--- config.mk ---
export PLATFORM = sky130hd
export DESIGN_NAME = modbus_ascii_frame_encoder_top
export DESIGN_NICKNAME = d
export VERILOG_FILES = /design/src/rtl/mbae_pkg.sv /design/src/rtl/modbus_ascii_frame_encoder_top.sv /design/src/rtl/mbae_encode.sv /design/src/rtl/mbae_serial.sv
export SDC_FILE = /design/constraint.sdc
export NUM_CORES = 1
export LEC_CHECK = 0
export BUFFER_PORTS_ARGS = -buffer_cell sky130_fd_sc_hd__buf_2
export CAP_MARGIN = 15
export CORE_UTILIZATION = 41
export CTS_CLUSTER_DIAMETER = 80
export DETAILED_ROUTE_END_ITERATION = 6
export PLACE_DENSITY = 0.63
export SLEW_MARGIN = 20
export SYNTH_ARGS = -nofsm -noshare
export SYNTH_HDL_FRONTEND = slang
export SYNTH_SLANG_ARGS = --single-unit
--- constraint.sdc ---
create_clock -name clk_i -period 4.5 [get_ports clk_i]
set_input_delay 0.675 -clock clk_i [delete_from_list [all_inputs] [get_ports clk_i]]
set_output_delay 0.675 -clock clk_i [all_outputs]
set_load 0.005 [all_outputs]
--- src/rtl/mbae_pkg.sv ---
package mbae_pkg;

  // Character codes
  localparam logic [7:0] CHAR_COLON   = 8'h3A;
  localparam logic [7:0] CHAR_CR      = 8'h0D;
  localparam logic [7:0] CHAR_LF      = 8'h0A;
  localparam logic [7:0] CHAR_ZERO    = 8'h30;
  localparam logic [7:0] CHAR_UPPER_A = 8'h41;
  localparam logic [7:0] HIGH_BIT     = 8'h80;
  localparam logic [3:0] NIB_MASK     = 4'hF;
  localparam logic [3:0] NIB_TEN      = 4'd10;

  // Most characters one byte can cause: colon, two hex, two LRC hex, CR, LF
  localparam int unsigned MAX_CHARS = 7;
  localparam int unsigned CNT_W     = $clog2(MAX_CHARS + 1);

  // Set of characters caused by one byte, handed to the output stage
  typedef struct packed {
    logic [MAX_CHARS-1:0][7:0] chars;  // chars[0] is sent first
    logic [CNT_W-1:0]          count;  // number of valid chars, 2..7
  } char_grp_t;

  // Upper-case hex digit of a nibble
  function automatic logic [7:0] hex_digit(input logic [3:0] nib);
    logic [3:0] n;
    n = nib & NIB_MASK;
    if (n < NIB_TEN) begin
      return CHAR_ZERO + {4'd0, n};
    end
    return CHAR_UPPER_A + {4'd0, n - NIB_TEN};
  endfunction

endpackage

--- src/rtl/modbus_ascii_frame_encoder_top.sv ---
// Channel   Dir  Width  Contents
// s_axis    in   8+1+1  tdata=frame_byte, tuser=frame_first, tlast=frame_last
// m_axis    out  8+1    tdata=out_char, tlast=out_end
// cfg       in   1      set_high_bit, written when cfg_we_i is high
//
// Each byte gives 2 to 7 characters, one per cycle on m_axis while m_axis is
// ready; a mid-frame byte gives 2 characters, held in the output buffer.
// A one-entry input register takes the next byte while the buffer drains.
// Reset clears the running sum and sets the high-bit mode.
// A stall on m_axis holds the buffer; s_axis stalls once the input register
// is full.
module modbus_ascii_frame_encoder_top
  import mbae_pkg::*;
(
  input  logic       clk_i,
  input  logic       rst_ni,
  input  logic       s_axis_tvalid_i,
  output logic       s_axis_tready_o,
  input  logic [7:0] s_axis_tdata_i,   // [7:0] frame_byte
  input  logic       s_axis_tuser_i,   // frame_first
  input  logic       s_axis_tlast_i,   // frame_last
  output logic       m_axis_tvalid_o,
  input  logic       m_axis_tready_i,
  output logic [7:0] m_axis_tdata_o,   // [7:0] out_char
  output logic       m_axis_tlast_o,   // out_end
  input  logic       cfg_we_i,
  input  logic       cfg_wdata_i       // set_high_bit
);

  logic       in_valid_q;
  logic [7:0] in_byte_q;
  logic       in_first_q, in_last_q;
  logic       high_bit_q;
  logic       accept, load, free;
  char_grp_t  grp;

  assign s_axis_tready_o = !in_valid_q;
  assign accept          = s_axis_tvalid_i && s_axis_tready_o;
  assign load            = in_valid_q && free;

  // Configuration register
  always_ff @(posedge clk_i or negedge rst_ni) begin
    if (!rst_ni) begin
      high_bit_q <= 1'b1;
    end else if (cfg_we_i) begin
      high_bit_q <= cfg_wdata_i;
    end
  end

  // Input register
  always_ff @(posedge clk_i or negedge rst_ni) begin
    if (!rst_ni) begin
      in_valid_q <= 1'b0;
    end else if (accept) begin
      in_valid_q <= 1'b1;
    end else if (load) begin
      in_valid_q <= 1'b0;
    end
  end

  always_ff @(posedge clk_i) begin
    if (accept) begin
      in_byte_q  <= s_axis_tdata_i;
      in_first_q <= s_axis_tuser_i;
      in_last_q  <= s_axis_tlast_i;
    end
  end

  mbae_encode u_encode (
    .clk_i      (clk_i),
    .rst_ni     (rst_ni),
    .load_i     (load),
    .byte_i     (in_byte_q),
    .first_i    (in_first_q),
    .last_i     (in_last_q),
    .high_bit_i (high_bit_q),
    .grp_o      (grp)
  );

  mbae_serial u_serial (
    .clk_i           (clk_i),
    .rst_ni          (rst_ni),
    .load_i          (load),
    .grp_i           (grp),
    .free_o          (free),
    .m_axis_tvalid_o (m_axis_tvalid_o),
    .m_axis_tready_i (m_axis_tready_i),
    .m_axis_tdata_o  (m_axis_tdata_o),
    .m_axis_tlast_o  (m_axis_tlast_o)
  );

endmodule

--- src/rtl/mbae_encode.sv ---
module mbae_encode
  import mbae_pkg::*;
(
  input  logic      clk_i,
  input  logic      rst_ni,
  input  logic      load_i,       // byte moves to the output stage this cycle
  input  logic [7:0] byte_i,
  input  logic      first_i,
  input  logic      last_i,
  input  logic      high_bit_i,
  output char_grp_t grp_o
);

  logic [7:0] byte_sum_q, byte_sum_d;
  logic [7:0] base_sum, new_sum, lrc;
  logic [MAX_CHARS-1:0][7:0] seq;
  logic [7:0] hb_mask;

  // Running sum: restart on a frame start, clear after the LRC
  assign base_sum   = first_i ? 8'd0 : byte_sum_q;
  assign new_sum    = base_sum + byte_i;
  assign lrc        = 8'd0 - new_sum;
  assign byte_sum_d = last_i ? 8'd0 : new_sum;

  always_ff @(posedge clk_i or negedge rst_ni) begin
    if (!rst_ni) begin
      byte_sum_q <= 8'd0;
    end else if (load_i) begin
      byte_sum_q <= byte_sum_d;
    end
  end

  // Full sequence with header; dropped by one slot when there is no header
  assign seq[0] = CHAR_COLON;
  assign seq[1] = hex_digit(byte_i[7:4]);
  assign seq[2] = hex_digit(byte_i[3:0]);
  assign seq[3] = hex_digit(lrc[7:4]);
  assign seq[4] = hex_digit(lrc[3:0]);
  assign seq[5] = CHAR_CR;
  assign seq[6] = CHAR_LF;

  assign hb_mask = high_bit_i ? HIGH_BIT : 8'd0;

  always_comb begin
    for (int i = 0; i < MAX_CHARS; i++) begin
      if (first_i) begin
        grp_o.chars[i] = seq[i] | hb_mask;
      end else if (i < MAX_CHARS - 1) begin
        grp_o.chars[i] = seq[i+1] | hb_mask;
      end else begin
        grp_o.chars[i] = seq[0] | hb_mask;
      end
    end
    grp_o.count = CNT_W'(2) + CNT_W'(first_i) + (last_i ? CNT_W'(4) : CNT_W'(0));
  end

endmodule

--- src/rtl/mbae_serial.sv ---
module mbae_serial
  import mbae_pkg::*;
(
  input  logic       clk_i,
  input  logic       rst_ni,
  input  logic       load_i,
  input  char_grp_t  grp_i,
  output logic       free_o,     // buffer can take a new group this cycle
  output logic       m_axis_tvalid_o,
  input  logic       m_axis_tready_i,
  output logic [7:0] m_axis_tdata_o,  // [7:0] out_char
  output logic       m_axis_tlast_o   // out_end
);

  char_grp_t        buf_q;
  logic             busy_q;
  logic [CNT_W-1:0] idx_q;
  logic             at_end, take;

  assign at_end = (idx_q == buf_q.count - CNT_W'(1));
  assign take   = busy_q && m_axis_tready_i;
  assign free_o = !busy_q || (take && at_end);

  // Character buffer and read index
  always_ff @(posedge clk_i or negedge rst_ni) begin
    if (!rst_ni) begin
      busy_q <= 1'b0;
      idx_q  <= '0;
    end else if (load_i) begin
      busy_q <= 1'b1;
      idx_q  <= '0;
    end else if (take) begin
      if (at_end) begin
        busy_q <= 1'b0;
        idx_q  <= '0;
      end else begin
        idx_q <= idx_q + CNT_W'(1);
      end
    end
  end

  always_ff @(posedge clk_i) begin
    if (load_i) begin
      buf_q <= grp_i;
    end
  end

  assign m_axis_tvalid_o = busy_q;
  assign m_axis_tdata_o  = buf_q.chars[idx_q[CNT_W-1:0]];
  assign m_axis_tlast_o  = at_end;

endmodule
## After elaboration in Yosys (flattened, before gate mapping)

Cells that the tools add are included.

| word-level totals | value |
|---|---|
| bits in latches | 0 |
| ROM bits | 0 |
| memories | 0 |
| input port bits | 16 |
| RAM bits | 0 |
| flip-flop bits (word level) | 83 |
| word-level logic and storage cells | 91 |
| output and inout port bits | 11 |

| cells by class | value |
|---|---|
| shifts and indexed selects | 0 |
| bitwise logic cells | 4 |
| add/subtract/negate cells | 18 |
| equal/unequal tests | 1 |
| magnitude comparators | 5 |
| reductions and logical operators | 11 |
| muxes and demuxes | 31 |
| $mul | 0 |
| divide/modulo/power cells | 0 |

Operators by type and width:

| cell | number |
|---|---|
| 8-bit two-way mux | 17 |
| 7-bit by 4-bit adder with 8-bit output, first input constant | 4 |
| 8-bit OR | 4 |
| 6-bit by 4-bit adder with 7-bit output, first input constant | 4 |
| 8-bit binary-select mux with 3-bit select | 1 |
| 4-bit less-than comparator, second input constant | 4 |
| 4-bit subtractor, second input constant | 4 |
| 3-bit two-way mux | 4 |
| 1-bit two-way mux | 9 |
| 8-bit adder | 1 |
| 1-bit by 8-bit subtractor with 8-bit output, first input constant | 1 |
| 2-bit nonzero test | 3 |
| 1-bit logical AND | 4 |
| 3-bit by 4-bit less-than comparator with 1-bit output, second input constant | 1 |
| 2-bit by 1-bit adder with 3-bit output, first input constant | 1 |
| 3-bit by 1-bit adder with 3-bit output, second input constant | 1 |
| 3-bit adder | 1 |
| 3-bit equality test | 1 |
| 3-bit by 1-bit subtractor with 3-bit output, second input constant | 1 |
| 1-bit logical NOT | 2 |
| 2-bit AND reduction | 1 |
| 1-bit logical OR | 1 |

## Depth between registers and ports, before layout

Gate-level depths: netlist of the first run.

| logic depth | value |
|---|---|
| depth after elaboration | 8 |
| mapped depth | 16 |

## Hierarchy

A second synthesis of the first run with hierarchy kept.

| unflattened totals | value |
|---|---|
| cells, all modules | 414 |
| area total of the unflattened synthesis | 4847.1 um^2 |

Modules (own cells, without submodules):

| module | times used | area each (um^2) | cells an instance |
|---|---|---|---|
| mbae_serial | 1 | 2508.7 | 147 |
| mbae_encode | 1 | 1941.9 | 249 |
| modbus_ascii_frame_encoder_top | 1 | 396.6 | 18 |

## Least setup slack after synthesis of the first run

Ideal clock, no wire load.

| timing path | value |
|---|---|
| kind | register -> register |
| start | reg in_first_q |
| end | reg u_serial.buf_q[21] (netlist name) (data pin) |
| path buffers | 2 |
| data required time | 4.213 ns |
| data arrival time | 3.393 ns |
| stages on the path, launching flop included | 16 |
| setup slack | 0.821 ns |
| cell sequence | edfxtp_1 > clkbuf_1 > nor2b_1 > ha_1 > fa_1 > and3_1 > or3_1 > a221o_1 > buf_2 > nor2_1 > nand2b_1 > ha_1 > o311ai_0 > a21boi_0 > o221ai_1 > a41oi_1 |

RTL lines:

| item | RTL line | source |
|---|---|---|
| start, declared | modbus_ascii_frame_encoder_top.sv:32 | `logic in_first_q, in_last_q;` |
| start signal, assigned | modbus_ascii_frame_encoder_top.sv:64 | `in_first_q <= s_axis_tuser_i;` |
| end signal, assigned | mbae_serial.sv:44 | `buf_q <= grp_i;` |
| end, declared | mbae_serial.sv:15 | `char_grp_t buf_q;` |

==> reports/qor.txt, run 1 <==
================================================================================
Run status                                                          finished, final reports clean
Startpoint kind of the worst setup timing path                              flop
Post-Route WL                                                            8.25 mm
Setup repair after global routing missed its margin                           no
Num CTS Buffers                                                                9
H-tree level count                                                             3
Area growth from synthesis to layout                                       10.3%
Hold crit path type                                                     in2async
Layout Skew                                                              6.77 ps
Tightest Pin Transition                                                   933 ps
Number of input and output port buffers inserted                              26
Final Slew Violations                                                          0
Cell area power density                                               593 nW/um2
Total nets after synthesis                                                   402
Post-synthesis instance area                                            3870 um2
Worst Path Max Fanout                                                         10
TritonCTS clock tree                                                         yes
Most instantiated flip-flop cell in the synthesis netlist               edfxtp_1
Number of enable-type register cells in the synthesized netlist               50
Number of DRC markers in iteration 0                                         173
Number of antenna violations at the first check in global routing              0
Most repeated cell in the gate-level netlist after synthesis            edfxtp_1
Number of violations of the max-capacitance limit                              0
Final core area utilization                                                46.5%
Sort of element at the end of the critical path                             flop
Share of layout cells above drive strength 1                               13.7%
Slowest stage cell, crit path                                           edfxtp_1
Final HPWL from detailed placement                                       6.13 mm
List of cells traversed by the critical path                        ha_1 > fa_1 > xnor2_2 > nand2_1 > a221o_1 > nor2_1 > nand2b_1 > ha_1 > o311ai_0 > a21boi_0 > o221ai_1 > a41oi_1
Post CTS Setup Buffer Count                                                    0
Via Count                                                                  2,791
Final non-filler cell total                                                  506
CTS root buf                                                            clkbuf_8
Number of different library cells in the post-synthesis netlist               54
Worst path required time                                                 4550 ps
Insertion delay of the later-clocked pin in the worst-skew pair           340 ps
Post-route setup TNS                                                        0 ps
Residual DRC                                                                   0
Antenna diode count                                                            0
Commonest cells in the synthesized netlist                          edfxtp_1 (50), nand2_1 (45), nor2_1 (26)
Initial core utilization                                                   42.1%
Horizontal die dimension                                                 99.2 um
Clock Path Buffers                                                             2
Final estimated routing congestion in global placement                     0.899
Total Routing Usage GR                                                     18.7%
Rows                                                                          35
Nets                                                                         425
Final clock period utilization by the worst path                           84.4%
Synth top area cells                                                edfxtp_1 (39%), dfrtp_1 (8.4%), ha_1 (5.8%), mux2i_1 (4.7%), nand2_1 (4.4%)
Die Outline Area                                                        9840 um2
Routed wire length per instance                                          16.3 um
Number of gates resized after cts                                              0
Final hold violation count                                                     0
Pin count of the biggest net entering global routing                          42
Number of instances in the synthesized netlist                               367
Placed Instances                                                             490
CP dominant cell by count                                                   ha_1
Global-route wire length before repair                                   14.0 mm
Core region area                                                        9200 um2
Average cell area after synthesis                                       10.6 um2
Seq cells post-synth                                                          64
Clock transition at path regs                                              70 ps
Share of synthesized registers carrying an async set or reset              21.9%
Clock sink total                                                              64
Remaining Overflow, GRT                                                        0
Hold_ws                                                                   231 ps
Via count of the first global-routing pass                                 2,791
Register cell area after layout                                         1850 um2
Yosys warnings                                                                 0
Maximum clock rate                                                       263 MHz
Vertical die dimension                                                   99.2 um
Peak ir drop on the vdd network                                           246 uV
Number of iterations in the first detailed-routing pass                        4
Crit Path Category                                                       reg2reg
Critical Path AT                                                         3850 ps
Static leakage                                                           1.74 nW
Critical Path Max Stage Delay                                             470 ps
Time the final worst path needs with I/O delays and setup                3800 ps
Top-area cell type share of the netlist area                               38.8%
Num ports                                                                     27
Vias per std cell                                                           5.52
Total of endpoints with negative setup slack in the final report               0
CTS Hold Buffers Added                                                         0
Final ANT Viol Nets                                                            0
Cell type with the highest aggregate area in the netlist                edfxtp_1
Max transition margin                                                      37.7%
Fraction of the yosys area taken by sequential cells                       47.8%
Number of filler cells placed in the layout                                  885
Area used by multi-input combinational logic                            1870 um2
================================================================================
[per-layer routing]
layer / up-vias / global-route usage (%) / part of all wire (%)
li1: 1395 / - / -
met1: 1322 / 24.1 / 45
met2: 61 / 31.7 / 49
met3: 13 / 3.58 / 4.3
met4: 0 / 6.11 / 1.5
met5: - / 0 / 0
[where the power goes]
part / switching (mW) / internal [mW] / total (mW) / leakage, nW
combinational: 0.682 / 0.486 / 1.17 / 1.03
clock: 0.218 / 0.229 / 0.447 / 0.0894
sequential: 0.115 / 0.803 / 0.919 / 0.624
total: 1.02 / 1.52 / 2.53 / 1.74
[worst paths after layout]
| kind | startpoint | end | slack [ps] | cells past startpoint |
|---|---|---|---|---|
| setup / recovery | in_byte_q[0]$_DFFE_PP_ | u_serial.buf_q[21]$_DFFE_PP_ | 700 | 12 |
| hold / removal | rst_ni | u_serial.idx_q[1]$_DFFE_PN0P_ | 230 | 1 |
| setup reg to reg | in_byte_q[0]$_DFFE_PP_ | u_serial.buf_q[21]$_DFFE_PP_ | 700 | 12 |
| hold reg to reg | u_encode.byte_sum_q[4]$_DFFE_PN0P_ | u_encode.byte_sum_q[4]$_DFFE_PN0P_ | 470 | 2 |
| max in group asynchronous | rst_ni | high_bit_q$_DFFE_PN1P_ | 3970 | 1 |
| min in group clk_i | u_encode.byte_sum_q[4]$_DFFE_PN0P_ | u_encode.byte_sum_q[4]$_DFFE_PN0P_ | 470 | 2 |
[placed cells by master (no fill, tap or decap), types with 3 or more instances in the layout]
cell type,instances
a21oi_1,13
nand2_1,45
or3_1,3
o31ai_1,9
o211ai_1,3
o21ai_1,3
xnor2_1,10
nand2b_1,3
xor2_1,8
edfxtp_1,50
mux4_2,6
and3_1,3
nor2_1,26
a22o_1,3
inv_1,23
nor2b_1,12
buf_2,26
and2_1,7
o22ai_1,7
nand3_1,3
nand3b_1,3
clkbuf_8,11
a21o_1,4
dfrtp_1,13
o21ai_0,19
ha_1,18
mux2i_1,18
a31oi_1,6
[critical path: cells and delay by family (launching register included)]
family	cells	cell delay, ps
AO/OA/AOI/OAI	5	1080
AND/OR/NAND/NOR	3	570
adder cells (fa/ha/maj)	3	940
flip-flops	1	470
XOR/XNOR	1	430
[area by class of cell]
cell class,count,area share [%]
Multi-Input combinational cell,263,43.7
Sequential cell,64,43.4
Clock buffer,13,3.72
Inverter,24,2.11
Timing Repair Buffer,28,3.40
Clock inverter,3,0.410
Tap cell,111,3.25
[stage by stage]
step           setup slack [ps]  area, um2  total power, mW
2_1_floorplan               821       3870             1.79
3_3_place_gp                899       4100             2.07
3_5_place_dp                732       4100             2.10
4_1_cts                     712       4270             2.55
5_1_grt                     382       4270             2.75
6_report                    704       4270             2.53
[sequential cells by signal, indices dropped and copies added (netlist names)]
name,flops
u_serial.buf_q,40
u_serial.m_axis_tvalid_o,1
u_encode.byte_sum_q,8
in_last_q,1
in_first_q,1
in_byte_q,8
high_bit_q,1
u_serial.idx_q,3
in_valid_q,1
[logic make-up after synthesis]
family,synth area share (%)
AND/OR/NAND/NOR,13.4
flip-flops,47.8
AO/OA/AOI/OAI,15.6
multiplexers,8.43
XOR/XNOR,4.49
buffers and inverters,3.91
adder cells (fa/ha/maj),6.33
Power figures use the tool's default switching activity.
==> run 2: changes to the inputs <==
--- a/config.mk
+++ b/config.mk
@@ -5,6 +5,7 @@
 export SDC_FILE = /design/constraint.sdc
 export NUM_CORES = 1
 export LEC_CHECK = 0
+export ABC_AREA = 1
 export BUFFER_PORTS_ARGS = -buffer_cell sky130_fd_sc_hd__buf_2
 export CAP_MARGIN = 15
 export CORE_UTILIZATION = 41
==> constraint.sdc (replaced) <==
create_clock -name clk_i -period 3.6 [get_ports clk_i]
set_input_delay 0.54 -clock clk_i [delete_from_list [all_inputs] [get_ports clk_i]]
set_output_delay 0.54 -clock clk_i [all_outputs]
set_load 0.005 [all_outputs]
==> reports/qor.txt, run 2 <==
================================================================================
Total Routing Usage GR                                                     18.7%   about the same
Most instantiated flip-flop cell in the synthesis netlist               edfxtp_1   unchanged
Initial core utilization                                                   42.9%   was 42.1%
Layout Skew                                                              11.5 ps   was 6.77 ps
Fraction of the yosys area taken by sequential cells                       49.1%   was 47.8%
Die Outline Area                                                        9600 um2   was 9840 um2
Residual DRC                                                                   3   was 0
Yosys warnings                                                                 0   unchanged
Final core area utilization                                                48.8%   was 46.5%
Number of different library cells in the post-synthesis netlist               38   was 54
Remaining Overflow, GRT                                                        0   unchanged
Clock Path Buffers                                                             2   unchanged
H-tree level count                                                             3   unchanged
Number of iterations in the first detailed-routing pass                        7   was 4
Vertical die dimension                                                   98.0 um   was 99.2 um
Final Slew Violations                                                          0   unchanged
Run status                                                          finished, violations left   was finished, final reports clean
Violations in the final reports                                     design-rule violations
Via Count                                                                  2,987   was 2,791
Vias per std cell                                                           5.10   was 5.52
Setup repair after global routing missed its margin                           no   unchanged
Post-synthesis instance area                                            3770 um2   was 3870 um2
Horizontal die dimension                                                 98.0 um   was 99.2 um
Final clock period utilization by the worst path                           88.0%   was 84.4%
Number of violations of the max-capacitance limit                              0   unchanged
Antenna diode count                                                            0   unchanged
Worst Path Max Fanout                                                          4   was 10
Number of antenna violations at the first check in global routing              0   unchanged
Most repeated cell in the gate-level netlist after synthesis             nand2_1   was edfxtp_1
Average cell area after synthesis                                       8.54 um2   was 10.6 um2
Nets                                                                         508   was 425
Number of gates resized after cts                                              0   unchanged
CTS Hold Buffers Added                                                         0   unchanged
Hold crit path type                                                     in2async   unchanged
Number of input and output port buffers inserted                              26   unchanged
Post-Route WL                                                            8.36 mm   was 8.25 mm
Global-route wire length before repair                                   13.9 mm   was 14.0 mm
Register with the highest flop count                                u_serial.buf_q   unchanged
Critical Path AT                                                         3270 ps   was 3850 ps
Sort of element at the end of the critical path                             flop   unchanged
Top-area cell type share of the netlist area                               39.8%   was 38.8%
Synth top area cells                                                edfxtp_1 (40%), nand2_1 (12%), dfrtp_1 (8.6%), ha_1 (6.0%), inv_1 (6.0%)   was edfxtp_1 (39%), dfrtp_1 (8.4%), ha_1 (5.8%), mux2i_1 (4.7%), nand2_1 (4.4%)
Top flop regs                                                       u_serial.buf_q (40), in_byte_q (8), u_encode.byte_sum_q (8)   unchanged
Post CTS Setup Buffer Count                                                    0   unchanged
Total of endpoints with negative setup slack in the final report               0   unchanged
Maximum clock rate                                                       316 MHz   was 263 MHz
Max transition margin                                                      40.0%   was 37.7%
Routed wire length per instance                                          14.3 um   was 16.3 um
Num ports                                                                     27   unchanged
Crit Path Category                                                       reg2reg   unchanged
Seq cells post-synth                                                          64   unchanged
Most common cell after layout, fill and taps aside                       nand2_1   was edfxtp_1
Clock transition at path regs                                              80 ps   was 70 ps
Highest-count cells in the layout ignoring fill and taps            nand2_1 (123), inv_1 (60), edfxtp_1 (50), nand3_1 (40), nor2_1 (34)   was edfxtp_1 (50), nand2_1 (45), nor2_1 (26), buf_2 (26), inv_1 (23)
Share of layout cells above drive strength 1                               14.0%   was 13.7%
TritonCTS clock tree                                                         yes   unchanged
Pin count of the biggest net entering global routing                          41   was 42
Total nets after synthesis                                                   477   was 402
CTS root buf                                                            clkbuf_8   unchanged
Worst path required time                                                 3700 ps   was 4550 ps
Core region area                                                        8810 um2   was 9200 um2
Peak ir drop on the vdd network                                           269 uV   was 246 uV
Insertion delay of the later-clocked pin in the worst-skew pair           360 ps   was 340 ps
Post-route setup TNS                                                        0 ps   unchanged
Final estimated routing congestion in global placement                     0.885   was 0.899
Static leakage                                                           2.00 nW   was 1.74 nW
Final ANT Viol Nets                                                            0   unchanged
Final hold violation count                                                     0   unchanged
Num CTS Buffers                                                                9   unchanged
Clock sink total                                                              64   unchanged
Rows                                                                          34   was 35
Final HPWL from detailed placement                                       6.44 mm   was 6.13 mm
Area growth from synthesis to layout                                       13.8%   was 10.3%
Tightest Pin Transition                                                   897 ps   was 933 ps
Number of enable-type register cells in the synthesized netlist               50   unchanged
Largest register FFs                                                          40   unchanged
Number of instances in the synthesized netlist                               442   was 367
Startpoint kind of the worst setup timing path                              flop   unchanged
Commonest cells in the synthesized netlist                          nand2_1 (123), inv_1 (60), edfxtp_1 (50)   was edfxtp_1 (50), nand2_1 (45), nor2_1 (26)
Cell area power density                                               798 nW/um2   was 593 nW/um2
Time the final worst path needs with I/O delays and setup                3170 ps   was 3800 ps
Number of DRC markers in iteration 0                                         121   was 173
Cell type with the highest aggregate area in the netlist                edfxtp_1   unchanged
Share of synthesized registers carrying an async set or reset              21.9%   unchanged
Via count of the first global-routing pass                                 2,998   was 2,791
================================================================================
[run 2: cells by family after synthesis]
family,after synthesis,synth area share [%]
simple gates,211,23.7
compound gates,61,9.84
xor+xnor,9,2.09
buf+inv,75,7.92
mux,3,0.829
flops,64,49.1
fa+ha+maj,19,6.50
[run 2: final timing paths]
kind                                                     from                                  to  slack (ps)  cells past startpoint
setup / recovery                         in_first_q$_DFFE_PP_        u_serial.buf_q[20]$_DFFE_PP_         430                     18
hold / removal                                         rst_ni  u_encode.byte_sum_q[3]$_DFFE_PN0P_         100                      1
min in group clk_i                          s_axis_tdata_i[1]              in_byte_q[1]$_DFFE_PP_         350                      1
hold reg to reg            u_encode.byte_sum_q[7]$_DFFE_PN0P_  u_encode.byte_sum_q[7]$_DFFE_PN0P_         510                      2
max in group asynchronous                              rst_ni              high_bit_q$_DFFE_PN1P_        3200                      1
setup reg to reg                         in_first_q$_DFFE_PP_        u_serial.buf_q[20]$_DFFE_PP_         430                     18
[run 2: metrics by stage]
stage	power, mW	setup slack, ps	hold slack [ps]	std cells	instance area, um2
floorplan	2.21	272	244	442	3770
global placement	2.57	553	477	570	4030
detailed placement	2.62	434	486	570	4030
CTS	3.45	426	113	586	4300
global route	3.71	99.0	118	586	4300
finish	3.43	431	95.8	586	4300
[run 2: critical path: stages, from the launching register on]
cell,delay (ps)
edfxtp_1,450
nor2_1,160
ha_1,230
fa_1,490
inv_1,130
ha_1,190
inv_1,50
nor2_1,100
nand3_1,110
nor2_1,210
nand2_1,110
nand2_1,90
nand2_1,80
nor2_2,140
nor2_2,70
inv_2,90
nand2_1,80
nand3_1,70
o21ai_0,70
[run 2: layer usage]
metal | share of wire [%] | vias up | track usage, %
li1 | - | 1533 | -
met1 | 44 | 1368 | 22.1
met2 | 48 | 62 | 32.2
met3 | 4.1 | 24 | 4.72
met4 | 3.5 | 0 | 8.39
met5 | 0 | - | 0
[run 2: area by class of cell]
type,instances,area [um2]
fillers,848,4510
inverters,65,246
multi-input cells,303,1620
repair buffers,30,173
well taps,108,135
flip-flops and latches,64,1850
clock buffers,9,124
clock inverters,7,143
[run 2: where the power goes]
group          total [mW]  internal, mW  switching, mW
combinational        1.45         0.509          0.943
clock               0.837         0.532          0.304
sequential           1.14          1.03          0.109
total                3.43          2.07           1.36
